$ cat config.mk
export PLATFORM = sky130hd
export DESIGN_NAME = delta_coded_pair_stream_decoder_unit
export DESIGN_NICKNAME = d
export VERILOG_FILES = /design/src/hdl/dcpsd_pkg.sv /design/src/hdl/dcpsd_front.sv /design/src/hdl/dcpsd_queue.sv /design/src/hdl/dcpsd_back.sv /design/src/hdl/delta_coded_pair_stream_decoder_unit.sv
export VERILOG_INCLUDE_DIRS = /design/src /design/src/hdl
export SDC_FILE = /design/constraint.sdc
export NUM_CORES = 2
export LEC_CHECK = 0
export ABC_AREA = 1
export BUFFER_PORTS_ARGS = -buffer_cell sky130_fd_sc_hd__buf_2
export CORE_ASPECT_RATIO = 0.5
export CORE_MARGIN = 2
export CORE_UTILIZATION = 60
export DETAILED_ROUTE_END_ITERATION = 6
export GPL_ROUTABILITY_DRIVEN = 0
export PLACE_DENSITY = 0.82
export RECOVER_POWER = 100
export SYNTH_ARGS = -nofsm -noshare
export SYNTH_HDL_FRONTEND = slang
export SYNTH_HIERARCHICAL = 1
export SYNTH_SLANG_ARGS = --single-unit
$ cat constraint.sdc
create_clock -name clk -period 11.2 [get_ports clk]
set_input_delay 0 -clock clk [delete_from_list [all_inputs] [get_ports clk]]
set_output_delay 0 -clock clk [all_outputs]
set_load 0.005 [all_outputs]
$ cat src/hdl/assert_macros.svh
// Assertion macros used by the pair stream decoder job queue.
`ifndef ASSERT_MACROS_SVH
`define ASSERT_MACROS_SVH

// The condition must never hold at a clock edge outside reset.
`define ASSERT_NEVER(lbl, clk, rst_n, cond) \
	lbl: assert property (@(posedge clk) disable iff (!rst_n) !(cond)) \
	else $error("assertion failed");

// The antecedent implies the consequent at the same clock edge.
`define ASSERT_IMPLY(lbl, clk, rst_n, ante, cons) \
	lbl: assert property (@(posedge clk) disable iff (!rst_n) (ante) |-> (cons)) \
	else $error("assertion failed");

`endif

$ cat src/hdl/dcpsd_pkg.sv
// Package with the types, constants and functions of the pair stream decoder.
package dcpsd_pkg;
	localparam logic [22:0] MAX_PAIRS = 23'd8000000;
	localparam logic [3:0] CODE_MASK = 4'hF;
	localparam logic [1:0] REG_POINTER_SIZE = 2'd0;
	localparam logic [1:0] REG_PAIR_COUNT = 2'd1;
	localparam logic [1:0] PH_TYPE = 2'd0;
	localparam logic [1:0] PH_ID = 2'd1;
	localparam logic [1:0] PH_OFFSET = 2'd2;

	localparam logic [2:0] CODE_ABS8 = 3'd0;
	localparam logic [2:0] CODE_INC = 3'd1;
	localparam logic [2:0] CODE_ADD_B = 3'd2;
	localparam logic [2:0] CODE_SUB_B = 3'd3;
	localparam logic [2:0] CODE_ADD_W = 3'd4;
	localparam logic [2:0] CODE_SUB_W = 3'd5;
	localparam logic [2:0] CODE_ABS_W = 3'd6;

	typedef struct packed {
		logic err;
		logic [31:0] id;
		logic [63:0] val;
		logic [2:0] code;
		logic scaled;
		logic final_pair;
	} job_t;

	function automatic logic [3:0] field_len(input logic [2:0] code);
		logic [3:0] n;
		case (code)
			CODE_ABS8: n = 4'd8;
			CODE_INC: n = 4'd0;
			CODE_ADD_B, CODE_SUB_B: n = 4'd1;
			CODE_ADD_W, CODE_SUB_W, CODE_ABS_W: n = 4'd2;
			default: n = 4'd4;
		endcase
		return n;
	endfunction

	function automatic logic [63:0] take_field(input logic [3:0] n, input logic [63:0] acc);
		logic [63:0] v;
		case (n)
			4'd1: v = {56'd0, acc[63:56]};
			4'd2: v = {48'd0, acc[63:48]};
			4'd4: v = {32'd0, acc[63:32]};
			default: v = acc;
		endcase
		return v;
	endfunction

	function automatic logic [63:0] apply_code(input logic [2:0] code, input logic [63:0] base,
			input logic [63:0] v);
		logic [63:0] r;
		case (code)
			CODE_INC: r = base + 64'd1;
			CODE_ADD_B, CODE_ADD_W: r = base + v;
			CODE_SUB_B, CODE_SUB_W: r = base - v;
			default: r = v;
		endcase
		return r;
	endfunction
endpackage

$ cat src/hdl/dcpsd_front.sv
// Front part: takes bytes, assembles fields, decodes ids and issues pair jobs.
module dcpsd_front import dcpsd_pkg::*; (
	input logic clk,
	input logic arst_n,
	input logic fire,
	input logic [7:0] stream_byte,
	input logic [22:0] pair_count,
	output logic push,
	output job_t job
);
	logic [1:0] phase_q;
	logic [7:0] type_q;
	logic [3:0] left_q;
	logic [63:0] acc_q;
	logic [63:0] new_id_q;
	logic [63:0] prev_id_q;
	logic [22:0] done_q;
	logic halted_q;

	logic active;
	logic [63:0] acc_nx;
	logic [3:0] left_nx;
	logic [63:0] id_nx;
	logic [22:0] done_inc;
	logic [2:0] id_code;
	logic [2:0] off_code;
	logic [7:0] tc;

	assign active = !halted_q && (pair_count != 23'd0) && (pair_count <= MAX_PAIRS) &&
		(done_q < pair_count);
	assign acc_nx = {stream_byte, acc_q[63:8]};
	assign left_nx = (left_q != 4'd0) ? left_q - 4'd1 : 4'd0;
	assign done_inc = done_q + 23'd1;
	assign tc = (phase_q == PH_ID || phase_q == PH_OFFSET) ? type_q : stream_byte;
	assign id_code = tc[2:0];
	assign off_code = tc[6:4];

	always_comb begin
		id_nx = new_id_q;
		push = 1'b0;
		job.err = 1'b0;
		job.id = 32'd0;
		job.val = 64'd0;
		job.code = off_code;
		job.scaled = tc[7];
		job.final_pair = (done_inc == pair_count);
		if (fire && active) begin
			if (phase_q == PH_ID || phase_q == PH_OFFSET) begin
				if (left_nx == 4'd0) begin
					if (phase_q == PH_ID) begin
						id_nx = apply_code(id_code, prev_id_q,
							take_field(field_len(id_code), acc_nx));
						push = (field_len(off_code) == 4'd0);
					end else begin
						push = 1'b1;
						job.val = take_field(field_len(off_code), acc_nx);
					end
				end
			end else if ((stream_byte[3:0] & CODE_MASK) > 4'd7) begin
				push = 1'b1;
				job.err = 1'b1;
				job.final_pair = 1'b0;
			end else if (field_len(id_code) == 4'd0) begin
				id_nx = prev_id_q + 64'd1;
				push = (field_len(off_code) == 4'd0);
			end
		end
		job.id = job.err ? 32'd0 : id_nx[31:0];
	end

	always_ff @(posedge clk or negedge arst_n) begin
		if (!arst_n) begin
			phase_q <= PH_TYPE;
			type_q <= 8'd0;
			left_q <= 4'd0;
			acc_q <= 64'd0;
			new_id_q <= 64'd0;
			prev_id_q <= 64'd0;
			done_q <= 23'd0;
			halted_q <= 1'b0;
		end else if (fire && active) begin
			new_id_q <= id_nx;
			if (phase_q == PH_ID || phase_q == PH_OFFSET) begin
				acc_q <= acc_nx;
				left_q <= left_nx;
				if (left_nx == 4'd0 && phase_q == PH_ID && !push) begin
					phase_q <= PH_OFFSET;
					left_q <= field_len(off_code);
					acc_q <= 64'd0;
				end
			end else begin
				type_q <= stream_byte;
				if (job.err) begin
					halted_q <= 1'b1;
					phase_q <= PH_TYPE;
				end else if (field_len(id_code) == 4'd0) begin
					if (!push) begin
						phase_q <= PH_OFFSET;
						left_q <= field_len(off_code);
						acc_q <= 64'd0;
					end
				end else begin
					phase_q <= PH_ID;
					left_q <= field_len(id_code);
					acc_q <= 64'd0;
				end
			end
			if (push && !job.err) begin
				done_q <= done_inc;
				prev_id_q <= id_nx;
				phase_q <= PH_TYPE;
				left_q <= 4'd0;
			end
		end
	end
endmodule

$ cat src/hdl/dcpsd_queue.sv
// Two-entry job queue between the front and back parts.
module dcpsd_queue import dcpsd_pkg::*; (
	input logic clk,
	input logic arst_n,
	input logic push,
	input job_t wr_job,
	input logic pop,
	output job_t rd_job,
	output logic full,
	output logic empty
);
	`include "assert_macros.svh"

	job_t mem_q [2];
	logic wr_ptr_q;
	logic rd_ptr_q;
	logic [1:0] cnt_q;

	assign full = (cnt_q == 2'd2);
	assign empty = (cnt_q == 2'd0);
	assign rd_job = mem_q[rd_ptr_q];

	always_ff @(posedge clk) begin
		if (push) begin
			mem_q[wr_ptr_q] <= wr_job;
		end
	end

	always_ff @(posedge clk or negedge arst_n) begin
		if (!arst_n) begin
			wr_ptr_q <= 1'b0;
			rd_ptr_q <= 1'b0;
			cnt_q <= 2'd0;
		end else begin
			if (push) wr_ptr_q <= !wr_ptr_q;
			if (pop) rd_ptr_q <= !rd_ptr_q;
			cnt_q <= cnt_q + {1'b0, push} - {1'b0, pop};
		end
	end

	`ASSERT_NEVER(a_no_overflow, clk, arst_n, push && full)
	`ASSERT_NEVER(a_no_underflow, clk, arst_n, pop && empty)
	`ASSERT_IMPLY(a_count_range, clk, arst_n, 1'b1, cnt_q <= 2'd2)
endmodule

$ cat src/hdl/dcpsd_back.sv
// Back part: computes offsets, scaled ones with the divide and scale path, and holds the result.
module dcpsd_back import dcpsd_pkg::*; (
	input logic clk,
	input logic arst_n,
	input logic empty,
	input job_t job,
	input logic [7:0] pointer_size,
	output logic pop,
	output logic out_valid,
	input logic out_stall,
	output logic [31:0] entry_id,
	output logic [31:0] entry_offset,
	output logic status,
	output logic final_pair
);
	typedef enum logic [4:0] {
		ST_IDLE = 5'b00001,
		ST_DIV = 5'b00010,
		ST_CALC = 5'b00100,
		ST_MUL = 5'b01000,
		ST_OUT = 5'b10000
	} state_t;

	state_t state_q;
	job_t job_q;
	logic [63:0] prev_off_q;
	logic [63:0] dvd_q;
	logic [7:0] rem_q;
	logic [5:0] cnt_q;
	logic [63:0] off_q;
	logic [7:0] ps;
	logic [8:0] rem_sh;
	logic rem_ge;
	logic [71:0] prod;
	logic [63:0] off_calc;

	assign ps = (pointer_size == 8'd0) ? 8'd1 : pointer_size;
	assign rem_sh = {rem_q, dvd_q[63]};
	assign rem_ge = (rem_sh >= {1'b0, ps});
	assign prod = off_q * ps;
	assign off_calc = apply_code(job_q.code, dvd_q, job_q.val);
	assign pop = (state_q == ST_IDLE) && !empty;
	assign out_valid = (state_q == ST_OUT);

	always_ff @(posedge clk or negedge arst_n) begin
		if (!arst_n) begin
			state_q <= ST_IDLE;
			job_q <= '0;
			prev_off_q <= 64'd0;
			dvd_q <= 64'd0;
			rem_q <= 8'd0;
			cnt_q <= 6'd0;
			off_q <= 64'd0;
			entry_id <= 32'd0;
			entry_offset <= 32'd0;
			status <= 1'b0;
			final_pair <= 1'b0;
		end else begin
			case (state_q)
				ST_IDLE: begin
					if (!empty) begin
						job_q <= job;
						dvd_q <= prev_off_q;
						rem_q <= 8'd0;
						cnt_q <= 6'd0;
						if (job.err) begin
							entry_id <= 32'd0;
							entry_offset <= 32'd0;
							status <= 1'b1;
							final_pair <= 1'b0;
							state_q <= ST_OUT;
						end else begin
							state_q <= job.scaled ? ST_DIV : ST_CALC;
						end
					end
				end
				ST_DIV: begin
					rem_q <= rem_ge ? 8'(rem_sh - {1'b0, ps}) : rem_sh[7:0];
					dvd_q <= {dvd_q[62:0], rem_ge};
					cnt_q <= cnt_q + 6'd1;
					if (cnt_q == 6'd63) state_q <= ST_CALC;
				end
				ST_CALC: begin
					off_q <= off_calc;
					state_q <= job_q.scaled ? ST_MUL : ST_OUT;
					if (!job_q.scaled) begin
						prev_off_q <= off_calc;
						entry_offset <= off_calc[31:0];
					end
					entry_id <= job_q.id;
					status <= 1'b0;
					final_pair <= job_q.final_pair;
				end
				ST_MUL: begin
					prev_off_q <= prod[63:0];
					entry_offset <= prod[31:0];
					state_q <= ST_OUT;
				end
				ST_OUT: begin
					if (!out_stall) state_q <= ST_IDLE;
				end
				default: state_q <= ST_IDLE;
			endcase
		end
	end
endmodule

$ cat src/hdl/delta_coded_pair_stream_decoder_unit.sv
// Top level of the delta coded pair stream decoder.
// A completing byte's job passes the job queue and the back part's idle, calc and out
// states (div and mul around calc when scaled); an invalid id code goes idle to out.
// Throughput: one byte per cycle while the two-entry job queue has room.
// The back part pops a pair only when idle; scaled ones use the 64-step offset divider.
// Reset clears all decode state, sets pointer_size to 8 and pair_count to 1.
module delta_coded_pair_stream_decoder_unit import dcpsd_pkg::*; (
	input logic clk,
	input logic arst_n,
	input logic in_valid,
	output logic in_stall,
	input logic [7:0] stream_byte,
	output logic out_valid,
	input logic out_stall,
	output logic [31:0] entry_id,
	output logic [31:0] entry_offset,
	output logic status,
	output logic final_pair,
	input logic cfg_valid,
	output logic cfg_ready,
	input logic [1:0] cfg_index,
	input logic [22:0] cfg_data
);
	logic [7:0] pointer_size_q;
	logic [22:0] pair_count_q;
	logic push;
	logic pop;
	logic full;
	logic empty;
	job_t wr_job;
	job_t rd_job;

	assign cfg_ready = 1'b1;
	assign in_stall = full;

	always_ff @(posedge clk or negedge arst_n) begin
		if (!arst_n) begin
			pointer_size_q <= 8'd8;
			pair_count_q <= 23'd1;
		end else if (cfg_valid) begin
			case (cfg_index)
				REG_POINTER_SIZE: pointer_size_q <= cfg_data[7:0];
				REG_PAIR_COUNT: pair_count_q <= cfg_data;
				default: ;
			endcase
		end
	end

	dcpsd_front u_front (
		.clk(clk),
		.arst_n(arst_n),
		.fire(in_valid && !in_stall),
		.stream_byte(stream_byte),
		.pair_count(pair_count_q),
		.push(push),
		.job(wr_job)
	);

	dcpsd_queue u_queue (
		.clk(clk),
		.arst_n(arst_n),
		.push(push),
		.wr_job(wr_job),
		.pop(pop),
		.rd_job(rd_job),
		.full(full),
		.empty(empty)
	);

	dcpsd_back u_back (
		.clk(clk),
		.arst_n(arst_n),
		.empty(empty),
		.job(rd_job),
		.pointer_size(pointer_size_q),
		.pop(pop),
		.out_valid(out_valid),
		.out_stall(out_stall),
		.entry_id(entry_id),
		.entry_offset(entry_offset),
		.status(status),
		.final_pair(final_pair)
	);
endmodule
==> impl_results.md <==
* Outcome: finished with violations
* Failing checks: design-rule violations, max-capacitance violations, max-slew violations
* Skew-Pair Late Insertion Delay at 0.69 ns
* Worst hold-check path type: in2reg
* Max incr delay on CP at 1.76 ns
* Top_reg_cell synth: dfrtp_1
* Residual DRC count at 3
* CP Launch Type: flop
* Max-cap violation count at 22
* Crit path launch: u_front/phase_q[1]
* CTS Buf Count at 75
* Synth async-reset ratio at 73.6%
* Port bufs at 105
* Max Transition Viols Final at 1239
* Main area contributors after synthesis: dfrtp_1, nand2_1, fa_1
* Vias per cell at 5.88
* Top cell by count, worst path: nand2_1
* Post-route clock skew at 0.0327 ns
* Post-CTS Setup Bufs at 0
* First-pass GRT wire length at 304000 um
* EDFF count, synth at 204
* Fin Setup TNS at 0 ns
* H-tree depth at 3
* Crit path max-delay family: buffers and inverters
* Top Ports at 107
* Synth top area share at 22.4%
* Mapped cell area at 63300 sq um
* Multi-input logic area at 35300 sq um
* Layout Nets at 9238
* Worst Hold Path EP: pointer_size_q[5]
* GR Util met1 at 48.8%
* Chip height at 234 um
* Post-synth cell types at 72
* Post-Syn Instances at 8704
* R2r endpoint: u_queue/mem_q[1][67]
* Initial Util at 60.4%
* Overflow after GRT at 0
* Core area at 105000 sq um
* Seq cells post-synth at 774
* WHS Path Cells at 4
* Rows at 84
* Final HPWL DP at 143000 um
* CP endpoint kind: flop
* Vias in the first global route at 55900
* ANT cells at 0
* Largest net degree at the start of global routing at 95
* FF-to-FF Start: u_front/phase_q[1]
* Net count after synthesis at 9302
* GRT busiest layer: met2
* Die area at 108000 sq um
* Clock root buffer: clkbuf_16
* FMAX at 114 MHz
* Hold_buf cts at 59
* YS warnings at 6
* Area Overhead vs Synth at 6.34%
* Mapped Avg Cell Area at 7.27 sq um
* Drt initial violations at 8395
* Global Route Usage Sum at 35.6%
* Antenna violations before repair at 3
* Final setup viols at 0
* Hold Violations, Final at 0
* Final wirelength at 193000 um
* CTS tree: yes
* Req. time, crit path at 11.47 ns
* Worst R2R Path Depth at 16
* Fillers at 8924
* Worst-path cell chain: inv_1, ha_1, clkbuf_1, nand2_1, nand2_1, ha_1, inv_1, nor3_4, clkbuf_1, nand3_1, a21oi_1, nand2_1, inv_1, nand2_1, inv_4, clkbuf_2
* Post-DR wirelength/cell at 19.0 um
* Via count at 59500
* WP data arrival at 9.06 ns
* Bufs on Longest Clock Path at 3
* CTS clk-pin slew, worst paths at 0.06 ns
* Share of cells above drive strength 1 at 4.46%
* Fin crit period at 8.79 ns
* CP Max Fanout at 72
* Worst Tran Pin Value at 3.88 ns
* Global routing usage on met2 at 54.2%
* Crit path max-delay cell type: clkbuf_1
* Met3 Resource Use GR at 7.91%
* PostCTS Resize Cnt at 0
* WP buf/inv at 7
* CTS Sinks at 774
* Cell taking the most area after synthesis: dfrtp_1
* Critical path class: reg2reg
* Seq/Total Area, Yosys at 32.2%
* Worst rel slew slack at -159%
* Routed Antenna Nets at 0
* Worst reg-to-reg setup slack at 2.41 ns
* RSZ-0062 raised after global routing: false
* Drt pass-1 iters at 7
* FF/Latch Area at 20400 sq um
* Die W at 463 um
* Fin crit share at 78.5%
* Hold path start: cfg_data[5]
-- metrics by stage --
step	worst slack [ns]	std cells	utilization, %	hold slack, ns	instance area [sq um]
after floorplan	3.81	8704	-	-0.296	63300
after global placement	4.49	9923	61.4	0.0741	64400
after detailed placement	4.40	9923	61.4	0.0747	64400
after CTS	4.36	10100	64.4	0.135	67500
after global routing	1.85	10100	64.2	0.182	67300
final	2.41	10100	64.2	0.182	67300
-- worst register-to-register path, stage by stage (launching register included) --
cell	delay [ns]
dfrtp_1	0.34
inv_1	0.05
ha_1	0.26
clkbuf_1	1.76
nand2_1	0.18
nand2_1	0.28
ha_1	0.85
inv_1	0.73
nor3_4	0.33
clkbuf_1	0.62
nand3_1	0.16
a21oi_1	0.19
nand2_1	0.20
inv_1	0.40
nand2_1	0.16
inv_4	0.39
clkbuf_2	1.41
-- per-layer routing --
| layer | part of all wire (%) | wire length [um] | vias up |
|---|---|---|---|
| met1 | 39 | 75600 | 27900 |
| met3 | 12 | 24000 | 648 |
| met4 | 5.3 | 10300 | 6 |
| met5 | 0.025 | 49 | - |
| li1 | - | - | 27400 |
| met2 | 43 | 82700 | 3619 |
-- synth_stat cells (9+ instances only) --
cell type	count
nand2_1	2544
inv_1	1538
nor2_1	689
dfrtp_1	567
o21ai_0	428
nand3_1	424
fa_1	351
a21oi_1	346
clkbuf_1	227
ha_1	209
edfxtp_1	204
nor3_1	106
nand4_1	98
a22o_1	90
xor2_1	89
o211ai_1	77
a22oi_1	52
o21ai_2	52
xnor2_1	45
o21ai_1	42
or2_2	34
clkbuf_2	33
buf_2	31
nor4_1	31
o21bai_1	30
buf_1	29
o221ai_1	28
o22ai_1	27
a31oi_1	24
buf_4	21
nand2_2	21
buf_6	19
inv_2	19
nand3b_1	13
o21a_1	12
o2111ai_1	11
a211oi_1	10
a21o_1	10
nor2_2	10
o32ai_1	10
clkinv_1	9
-- cell type report --
class | instances | area share, %
Tap cell | 1419 | 2.64
Clock buffer | 93 | 3.06
Clock inverter | 44 | 0.683
Multi-Input combinational cell | 6002 | 52.4
Sequential cell | 774 | 30.3
Timing Repair Buffer | 220 | 2.09
Inverter | 1567 | 8.76
-- registers in the layout (all words and copies together) (netlist names), 7 cells and up --
signal / flops
pair_count_q: 23
pointer_size_q: 8
u_back/dvd_q: 64
u_back/entry_id: 32
u_back/entry_offset: 32
u_back/job_q: 101
u_back/off_q: 64
u_back/prev_off_q: 64
u_back/rem_q: 8
u_front/acc_q: 56
u_front/done_q: 23
u_front/new_id_q: 32
u_front/prev_id_q: 32
u_front/type_q: 7
u_queue/mem_q: 204
-- cells by family (layout without fill, tap and decap cells) --
group | count (synthesis) | after routing | share of synthesized area, %
AOI/OAI and AO/OA | 1297 | 1297 | 12.6
DFF | 774 | 774 | 32.2
other | 1 | 1 | 0.00593
adders and majority gates | 560 | 560 | 15.2
buffers and inverters | 1928 | 1924 | 11.9
xor gates and xnor gates | 134 | 134 | 1.86
and+or+nand+nor | 4010 | 4010 | 26.1
-- placed cells by master, fill, tap and decap left out, drive strengths merged, types with 159 or more instances in the layout --
cell | netlist | routed
nand3 | 431 | 431
fa | 351 | 351
clkbuf | 260 | 159
nor2 | 705 | 705
dfrtp | 567 | 567
inv | 1558 | 1563
o21ai | 523 | 523
ha | 209 | 209
a21oi | 346 | 346
nand2 | 2568 | 2568
edfxtp | 204 | 204
-- how the worst max path moves through the flow --
stage / endpoint / cells past startpoint
2_1_floorplan: u_queue/mem_q[0][0] / 15
3_3_place_gp: u_queue/mem_q[0][98] / 33
3_5_place_dp: u_queue/mem_q[1][98] / 33
4_1_cts: u_queue/mem_q[0][98] / 33
5_1_grt: u_front/prev_id_q[31] / 36
6_report: u_queue/mem_q[1][67] / 16
Power is left out: the tool's default activity adds up to more than one toggle a clock period on the data nets, which glitch-free logic cannot reach.
